$ cat src/design/spq_pkg.sv
// Shared types, constants and compare function of the stable priority task queue.
package spq_pkg;

	localparam int PRIO_W  = 8;
	localparam int TAG_W   = 16;
	localparam int COUNT_W = 5;

	typedef enum logic [1:0] {
		OP_ENQUEUE = 2'd0,
		OP_PEEK    = 2'd1,
		OP_POP     = 2'd2,
		OP_CLEAR   = 2'd3
	} op_t;

	// One stored task
	typedef struct packed {
		logic [PRIO_W-1:0] prio;
		logic              pre;
		logic [TAG_W-1:0]  tag;
	} spq_entry_t;

	// Command item
	typedef struct packed {
		logic [1:0]        operation;
		logic [PRIO_W-1:0] task_priority;
		logic              task_preemptive;
		logic [TAG_W-1:0]  task_tag;
	} spq_cmd_t;

	// Response item
	typedef struct packed {
		logic              head_valid;
		logic [PRIO_W-1:0] out_priority;
		logic              out_preemptive;
		logic [TAG_W-1:0]  out_tag;
		logic              overflow;
		logic [COUNT_W-1:0] entry_count;
	} spq_rsp_t;

	// Broadcast control to every cell of the chain
	typedef struct packed {
		logic enq;
		logic pop;
	} spq_cell_ctrl_t;

	// New task sorts ahead of the stored one
	function automatic logic goes_before(spq_entry_t nw, spq_entry_t old);
		logic res;
		if (nw.prio != old.prio) begin
			res = nw.prio > old.prio;
		end else begin
			res = nw.pre && !old.pre;
		end
		return res;
	endfunction

endpackage

$ cat src/design/spq_cell.sv
// One compare-and-shift cell of the sorted queue chain.
module spq_cell (
	input  logic                   clk,
	input  spq_pkg::spq_cell_ctrl_t ctrl,
	input  logic                   occ,
	input  spq_pkg::spq_entry_t    new_entry,
	input  spq_pkg::spq_entry_t    prev_entry,
	input  logic                   prev_ahead,
	input  spq_pkg::spq_entry_t    next_entry,
	output spq_pkg::spq_entry_t    entry_q,
	output logic                   ahead
);
	import spq_pkg::*;

	// Empty slots always take part in the shift on insert
	assign ahead = !occ || goes_before(new_entry, entry_q);

	// Insert: shift down from neighbor or take the new task; pop: shift up
	always_ff @(posedge clk) begin
		if (ctrl.enq) begin
			if (ahead) begin
				entry_q <= prev_ahead ? prev_entry : new_entry;
			end
		end else if (ctrl.pop) begin
			entry_q <= next_entry;
		end
	end

endmodule

$ cat src/design/spq_out_buf.sv
// Response register with a skid stage so a new item can be taken while one waits.
module spq_out_buf (
	input  logic              clk,
	input  logic              arst_n,
	input  logic              push,
	input  spq_pkg::spq_rsp_t push_data,
	output logic              full,
	output logic              rsp_valid,
	input  logic              rsp_stall,
	output spq_pkg::spq_rsp_t rsp
);
	import spq_pkg::*;

	logic     main_valid_q;
	logic     skid_valid_q;
	spq_rsp_t main_q;
	spq_rsp_t skid_q;
	logic     take;

	assign take      = main_valid_q && !rsp_stall;
	assign full      = skid_valid_q;
	assign rsp_valid = main_valid_q;
	assign rsp       = main_q;

	// Valid flags
	always_ff @(posedge clk or negedge arst_n) begin
		if (!arst_n) begin
			main_valid_q <= 1'b0;
			skid_valid_q <= 1'b0;
		end else if (take) begin
			if (skid_valid_q) begin
				skid_valid_q <= 1'b0;
			end else begin
				main_valid_q <= push;
			end
		end else if (push) begin
			if (main_valid_q) begin
				skid_valid_q <= 1'b1;
			end else begin
				main_valid_q <= 1'b1;
			end
		end
	end

	// Payload
	always_ff @(posedge clk) begin
		if (take) begin
			if (skid_valid_q) begin
				main_q <= skid_q;
			end else if (push) begin
				main_q <= push_data;
			end
		end else if (push) begin
			if (main_valid_q) begin
				skid_q <= push_data;
			end else begin
				main_q <= push_data;
			end
		end
	end

endmodule

$ cat src/design/stable_priority_task_queue.sv
// Top level: sorted task queue as a chain of compare-and-shift cells.
// Each accepted command item has its response registered in the output buffer, in its main or skid register.
// One item per cycle while cmd_stall is low; every cell compares against the broadcast task
// and shifts by one slot in the same cycle, for insert and pop alike.
// Up to two responses are buffered; cmd_stall rises when both are held.
// Reset (arst_n low) empties the queue and the response buffer; slot contents are not cleared.
module stable_priority_task_queue #(
	parameter int QUEUE_DEPTH = 16
) (
	input  logic              clk,
	input  logic              arst_n,
	input  logic              cmd_valid,
	output logic              cmd_stall,
	input  spq_pkg::spq_cmd_t cmd,
	output logic              rsp_valid,
	input  logic              rsp_stall,
	output spq_pkg::spq_rsp_t rsp
);
	import spq_pkg::*;

	localparam int CW = $clog2(QUEUE_DEPTH + 1);

	logic [CW-1:0]         count_q;
	logic [CW-1:0]         count_next;
	logic                  accept;
	logic                  full;
	logic                  empty;
	logic                  buf_full;
	spq_cell_ctrl_t        ctrl;
	spq_entry_t            new_entry;
	spq_entry_t            ent [QUEUE_DEPTH];
	logic [QUEUE_DEPTH-1:0] ahead;
	logic [QUEUE_DEPTH-1:0] occ;
	spq_rsp_t              res;

	assign cmd_stall = buf_full;
	assign accept    = cmd_valid && !buf_full;
	assign full      = count_q == CW'(QUEUE_DEPTH);
	assign empty     = count_q == '0;

	assign new_entry.prio = cmd.task_priority;
	assign new_entry.pre  = cmd.task_preemptive;
	assign new_entry.tag  = cmd.task_tag;

	// Cell control and count update
	always_comb begin
		ctrl.enq   = 1'b0;
		ctrl.pop   = 1'b0;
		count_next = count_q;
		if (accept) begin
			unique case (op_t'(cmd.operation))
				OP_ENQUEUE: begin
					if (!full) begin
						ctrl.enq   = 1'b1;
						count_next = count_q + CW'(1);
					end
				end
				OP_POP: begin
					if (!empty) begin
						ctrl.pop   = 1'b1;
						count_next = count_q - CW'(1);
					end
				end
				OP_PEEK:  count_next = count_q;
				OP_CLEAR: count_next = '0;
			endcase
		end
	end

	always_ff @(posedge clk or negedge arst_n) begin
		if (!arst_n) begin
			count_q <= '0;
		end else begin
			count_q <= count_next;
		end
	end

	// Response for the accepted item
	always_comb begin
		res             = '0;
		res.entry_count = COUNT_W'(count_next);
		unique case (op_t'(cmd.operation))
			OP_ENQUEUE: res.overflow = full;
			OP_PEEK, OP_POP: begin
				if (!empty) begin
					res.head_valid     = 1'b1;
					res.out_priority   = ent[0].prio;
					res.out_preemptive = ent[0].pre;
					res.out_tag        = ent[0].tag;
				end
			end
			OP_CLEAR: res.overflow = 1'b0;
		endcase
	end

	// Cell chain
	for (genvar i = 0; i < QUEUE_DEPTH; i++) begin : g_cell
		spq_entry_t prev_e;
		spq_entry_t next_e;
		logic       prev_b;

		assign occ[i] = CW'(i) < count_q;

		if (i == 0) begin : g_first
			assign prev_e = new_entry;
			assign prev_b = 1'b0;
		end else begin : g_mid
			assign prev_e = ent[i-1];
			assign prev_b = ahead[i-1];
		end

		if (i == QUEUE_DEPTH - 1) begin : g_last
			assign next_e = new_entry;
		end else begin : g_inner
			assign next_e = ent[i+1];
		end

		spq_cell u_cell (
			.clk         (clk),
			.ctrl        (ctrl),
			.occ         (occ[i]),
			.new_entry   (new_entry),
			.prev_entry  (prev_e),
			.prev_ahead  (prev_b),
			.next_entry  (next_e),
			.entry_q     (ent[i]),
			.ahead       (ahead[i])
		);
	end

	spq_out_buf u_out (
		.clk       (clk),
		.arst_n    (arst_n),
		.push      (accept),
		.push_data (res),
		.full      (buf_full),
		.rsp_valid (rsp_valid),
		.rsp_stall (rsp_stall),
		.rsp       (rsp)
	);

endmodule

$ cat config.mk
export PLATFORM = sky130hd
export DESIGN_NAME = stable_priority_task_queue
export DESIGN_NICKNAME = d
export VERILOG_FILES = /design/src/design/spq_pkg.sv /design/src/design/spq_cell.sv /design/src/design/spq_out_buf.sv /design/src/design/stable_priority_task_queue.sv
export SDC_FILE = /design/constraint.sdc
export NUM_CORES = 1
export LEC_CHECK = 0
export BUFFER_PORTS_ARGS = -buffer_cell sky130_fd_sc_hd__buf_2
export CORE_MARGIN = 2
export CORE_UTILIZATION = 60
export CTS_BUF_LIST = sky130_fd_sc_hd__clkbuf_8
export CTS_CLUSTER_SIZE = 8
export DETAILED_ROUTE_END_ITERATION = 6
export PLACE_DENSITY = 0.74
export SYNTH_ARGS = -nofsm -noshare
export SYNTH_HDL_FRONTEND = slang
export SYNTH_SLANG_ARGS = --single-unit
$ cat constraint.sdc
create_clock -name clk -period 6.3 [get_ports clk]
set_clock_uncertainty 0.05 [all_clocks]
set_input_delay 0.315 -clock clk [delete_from_list [all_inputs] [get_ports clk]]
set_output_delay 0.315 -clock clk [all_outputs]
set_load 0.005 [all_outputs]
==> run summary, run 1 <==
status: completed
top post-synthesis cells by area: edfxtp_1 (52%), mux2i_1 (11%), o21ai_0 (6.4%), ha_1 (6.3%), nand2_1 (5.4%)
CTS Buffer Depth: 3
Leakage: 11.9 nW
synth unique cells: 58
share of cells above drive strength 1: 11.2%
largest net degree at the start of global routing: 213
Critical Path Source Type: flip-flop
Vias/cell: 6.18
register area: 14,100 µm²
overflow left after global routing: 0
Nets: 2,641
measured slew at the worst slew-check pin: 1.34 ns
Worst Path Buf+Inv: 3
Cell Area, Synth: 26,700 µm²
first-pass GRT wire length: 105,000 µm
initial core utilization: 60.6%
CTS sink cnt: 471
post-synthesis xor/xnor area fraction: 0%
Routed Antenna Nets: 0
CP Class: flip-flop to flip-flop
# H-tree levels: 3
CP cell instances: inv_1, ha_1, nand3_1, nand3_4, buf_4, o21ai_2, buf_4
Compound-Gate Fraction of Synth Area: 12.8%
DPL Wire Length: 45,200 µm
Core Region: 44,100 µm²
max-cap violation count: 0
Post-synth EDFFs: 464
Synth Area in Simple Gates: 8.86%
Final min period: 3.95 ns
predominant post-synthesis flop cell: edfxtp_1
CP required: 6.55 ns
CP Launch Point: count_q[1]$_DFF_PN0_
worst skew pair latency: 0.64 ns
FFs w/ async S/R, synth: 1.49%
Worst path slowest cell: nand3_4
Hold Slack: 0.165 ns
Die Wd: 215 µm
full die area: 46,300 µm²
Placer Congestion: 0.866
multiplexer area fraction after synthesis: 13.6%
via count: 19,300
CP arrival: 4.20 ns
Synth Area per Inst: 10.9 µm²
Post-Syn Instances: 2,463
Pre-Repair DR Iteration Count: 5
most frequent CP cell: buf_4
RSZ-0062 raised after global routing: false
DR iter-0 viols: 1,678
synth warn: 0
post-synthesis sequential area ratio: 52.7%
r2r setup slk: 2.35 ns
worst-path fanout max: 78
CP delay by family, top: buffers and inverters
Routed WL: 65,300 µm
Post-Synth Adder-Cell Area: 6.31%
Slew Viols, Final: 0
site row count: 77
vias in the first global route: 19,700
DRC violations left: 0
Tcrit/Tclk final: 62.6%
R2R cell count: 7
final hold violations: 0
final setup fails: 0
initial antenna violation count: 0
Yosys top cell area share: 52.1%
I/O pins: 65
Total Routing Usage GR: 28.2%
Clock transition at path regs: 0.06 ns
Peak VDD IR: 0.270 mV
RR Startpoint: count_q[1]$_DFF_PN0_
Setup crit end kind: flip-flop
Wirelength per Cell: 20.9 µm
CTS tree: done
slowest stage delay, CP: 0.70 ns
I/O Buffers: 64
worst hold path type: input pin to flip-flop
Worst R2R End: g_cell[12].u_cell.entry_q[11]$_DFFE_PP_
Post-Syn Nets: 2,629
largest family of logic cells by synthesized area: multiplexers
Critical Path Stages: 7
setup TNS: 0 ns
fillers: 3,469
multi-input logic area: 11,300 µm²
P&R area growth vs syn: 7.97%
diode count: 0
synthesized flop and latch total: 471
Die Span Y: 215 µm
number of buffers created by CTS: 80
fmax: 253 MHz
Root Buffer: clkbuf_8
pwr/cell area: 370 nW/µm²
leading area contributor after synthesis: edfxtp_1
Worst Setup EP: g_cell[12].u_cell.entry_q[11]$_DFFE_PP_
max_slew headroom: 10.8%
==> registers in the layout, indices dropped and copies added (netlist names) <==
signal and flops:
count_q 5, g_cell.u_cell.entry_q 400, u_out.full 1, u_out.rsp 32, u_out.rsp_valid 1, u_out.skid_q 32
==> power breakdown <==
group | total, mW | internal [mW] | switching [mW]
logic | 3.58 | 1.38 | 2.20
registers | 4.59 | 4.25 | 0.334
clock network | 2.51 | 1.27 | 1.25
==> worst min-delay path by stage <==
stage	start	to	slack (ns)	cells after the start
4_1_cts	cmd_valid	u_out.rsp_valid$_DFFE_PN0P_	0.13	3
2_1_floorplan	arst_n	count_q[0]$_DFF_PN0_	-0.03	0
3_3_place_gp	arst_n	u_out.full$_DFFE_PN0P_	0.11	1
6_report	cmd[23]	g_cell[14].u_cell.entry_q[23]$_DFFE_PP_	0.16	3
5_1_grt	cmd[23]	g_cell[14].u_cell.entry_q[23]$_DFFE_PP_	0.18	3
3_5_place_dp	arst_n	u_out.rsp_valid$_DFFE_PN0P_	0.12	1
==> routing by layer <==
layer | track usage, % | vias up | wire [µm]
met2 | 47.2 | 657 | 31500
met4 | 12.1 | 0 | 2410
met5 | 0 | - | 0
met3 | 3.96 | 139 | 3800
li1 | - | 9004 | -
met1 | 37.0 | 9497 | 27600
==> metrics by stage <==
step                      instance area (µm²)  cells  worst slack (ns)  total power, mW  utilization, %
after global placement                  27400   2981              2.11             8.07            62.1
after detailed placement                27400   2981              2.02             8.20            62.1
after CTS                               28900   3125              2.41             10.7            65.4
after global routing                    28900   3125              2.10             11.3            65.4
final                                   28900   3125              2.35             10.7            65.4
after floorplan                         26700   2463              1.95             7.21               -
==> worst min-delay path: cells and delay by family <==
kind            cells  cell delay [ns]
buf+inv             1             0.18
mux                 1             0.11
compound gates      1             0.11
==> cell usage after synthesis, types with 31 or more instances <==
master	count
edfxtp_1	464
nand2_1	382
o21ai_0	341
mux2i_1	307
inv_1	157
ha_1	135
a21oi_1	99
clkbuf_1	84
nor2_1	65
buf_2	63
mux2_2	48
and3_1	31
o21ai_1	31
==> final cells by class <==
class	instances	share of cell area (%)
clock buffers	84	4.00
inverters	158	2.10
clock inverters	56	0.897
repair buffers	110	2.43
multi-input cells	1654	39.2
flip-flops and latches	471	48.9
well taps	592	2.56
==> cells in the final DEF (no fill, tap or decap), types with 48 or more instances in the layout <==
cell type  instances
a21oi_1           98
buf_2             64
clkbuf_8          84
edfxtp_1         464
ha_1             135
inv_1            186
mux2_2            48
mux2i_1          307
nand2_1          382
nor2_1            64
o21ai_0          328
==> logic make-up after synthesis <==
| group | count (synthesis) |
|---|---|
| buffers and inverters | 338 |
| and+or+nand+nor | 557 |
| adders and majority gates | 135 |
| muxes | 356 |
| DFF | 471 |
| AOI/OAI and AO/OA | 606 |
==> what timing repair did <==
item,4_1_cts,5_1_grt
resized for setup,0,0
hold endpoints to repair,9,0
setup buffers,0,0
hold buffers,4,0
(Power assumes the default switching activity.)
==> run 2, diff against run 1 <==
- CORE_UTILIZATION: 60 -> 59
- PLACE_DENSITY: 0.74 -> 0.76
- clock period: 6.3 -> 3.43 ns (I/O delays scaled with it)
==> run summary, run 2 (synthesis results as in run 1) <==
worst hold path type: input pin to flip-flop
initial antenna violation count: 1
CP cell instances: ha_1, nand2b_1, a21o_1, a211oi_1, or3_1, a211oi_4, buf_4, mux2_2
worst skew pair latency: 0.68 ns
max-cap violation count: 0
site row count: 78
fillers: 3,498
P&R area growth vs syn: 10.1%
DRC violations left: 0
net load switching power: 7.10 mW
Placer Congestion: 0.890
final setup fails: 0
Critical Path Source Type: flip-flop
commonest cells after routing, fill and taps aside: edfxtp_1 (464), nand2_1 (382), o21ai_0 (328)
CP delay by family, top: compound AO/OA/AOI/OAI gates
P_int: 12.9 mW
Reg with most FFs: g_cell.u_cell.entry_q
first-pass GRT wire length: 106,000 µm
clock share of power: 23.0%
largest net degree at the start of global routing: 157
overflow left after global routing: 0
Peak VDD IR: 0.580 mV
I/O Buffers: 64
via count: 19,700
Setup crit end kind: flip-flop
DPL Wire Length: 45,900 µm
Routed Antenna Nets: 0
final hold violations: 0
fmax: 309 MHz
setup TNS: 0 ns
Core Region: 45,100 µm²
RSZ-0062 raised after global routing: false
Clock transition at path regs: 0.06 ns
Nets: 2,686
Hold Slack: 0.0373 ns
CP Class: flip-flop to flip-flop
post-CTS setup buffer count: 0
measured slew at the worst slew-check pin: 1.13 ns
Root Buffer: clkbuf_8
Vias/cell: 6.20
Slew Viols, Final: 0
Die Span Y: 217 µm
CP required: 3.78 ns
CP arrival: 3.59 ns
Flop pwr share: 41.7%
commonest non-fill, non-tap cell in the layout: edfxtp_1
CTS sink cnt: 471
Pre-Repair DR Iteration Count: 5
# H-tree levels: 3
sw frac: 35.5%
Total Routing Usage GR: 28.5%
Final min period: 3.24 ns
worst-path fanout max: 14
Leakage: 12.2 nW
vias in the first global route: 20,100
Worst path slowest cell: a211oi_4
full die area: 47,100 µm²
initial core utilization: 59.3%
Gate power share: 35.3%
CTS tree: done
DR iter-0 viols: 1,835
share of cells above drive strength 1: 12.5%
Die Wd: 217 µm
status: completed
I/O pins: 65
r2r setup slk: 0.19 ns
Tcrit/Tclk final: 94.4%
pwr/cell area: 680 nW/µm²
slowest stage delay, CP: 0.83 ns
max reg flops: 400
Worst Path Buf+Inv: 1
max_slew headroom: 24.3%
number of buffers created by CTS: 79
Wirelength per Cell: 21.0 µm
Routed WL: 66,400 µm
CTS Buffer Depth: 3
[run 2: cell count changes in the layout (fill, tap and decap cells not counted), moves of 2 or more]
cell	change
buf_12	+18
inv_8	+2
dlygate4sd3_1	+6
clkinv_2	-5
buf_4	+21
clkinv_1	-3
inv_1	-5
[run 2: final timing paths]
kind,start,endpoint,depth (start not counted)
worst max register to register,g_cell[14].u_cell.entry_q[17]$_DFFE_PP_,g_cell[15].u_cell.entry_q[6]$_DFFE_PP_,8
max in group asynchronous,arst_n,count_q[0]$_DFF_PN0_,3
worst min register to register,g_cell[15].u_cell.entry_q[12]$_DFFE_PP_,g_cell[14].u_cell.entry_q[12]$_DFFE_PP_,2
worst max-delay path,g_cell[14].u_cell.entry_q[17]$_DFFE_PP_,g_cell[15].u_cell.entry_q[6]$_DFFE_PP_,8
worst min-delay path,cmd[2],g_cell[0].u_cell.entry_q[2]$_DFFE_PP_,3
min in group asynchronous,arst_n,u_out.full$_DFFE_PN0P_,3
[run 2: cell type report]
type                       count  area, µm²  share of cell area, %
clock buffer                  85       1170                   3.97
sequential                   471      14100                   47.9
multi-input combinational   1654      11300                   38.4
tap                          600        751                   2.55
clock inverter                44        198                  0.671
inverter                     158        607                   2.06
timing repair buffer         156       1310                   4.44
antenna                        1       2.50                0.00850
[run 2: metal layers]
layer	GRT usage, %	share of wire, %	wire [µm]
met2	48.1	49	32600
met3	4.54	5.9	3930
met1	36.5	41	27500
met5	0	0	0
met4	12.2	3.5	2360
[run 2: power groups by stage]
stage               clock network, mW  registers, mW  logic, mW
finish                           4.60           8.35       7.06
global route                     4.86           8.44       7.71
CTS                              4.64           8.34       7.02
detailed placement                  0           8.44       6.97
global placement                    0           8.42       6.73
floorplan                           0           8.26       4.98
[run 2: repair_timing]
item | in CTS | in global routing
endpoints found under the hold margin | 17 | 0
gates resized for setup | 0 | 1
hold buffers | 10 | 0
endpoints found under the setup margin | 0 | 36
[run 2: stage by stage]
step,cell area (µm²),util [%],power [mW],setup slack [ns],instances
after floorplan,26800,-,13.2,0.0671,2463
after global placement,28000,62.0,15.2,0.290,3029
after detailed placement,28000,62.0,15.4,0.206,3029
after CTS,29400,65.3,20.0,0.242,3168
after global routing,29400,65.3,21.0,0.00751,3169
final,29400,65.3,20.0,0.191,3169
[run 2: worst reg2reg max path, stage by stage, from the launching register on]
cell and delay, ns:
edfxtp_1 0.42, ha_1 0.31, nand2b_1 0.10, a21o_1 0.11, a211oi_1 0.06, or3_1 0.39
a211oi_4 0.83, buf_4 0.34, mux2_2 0.36
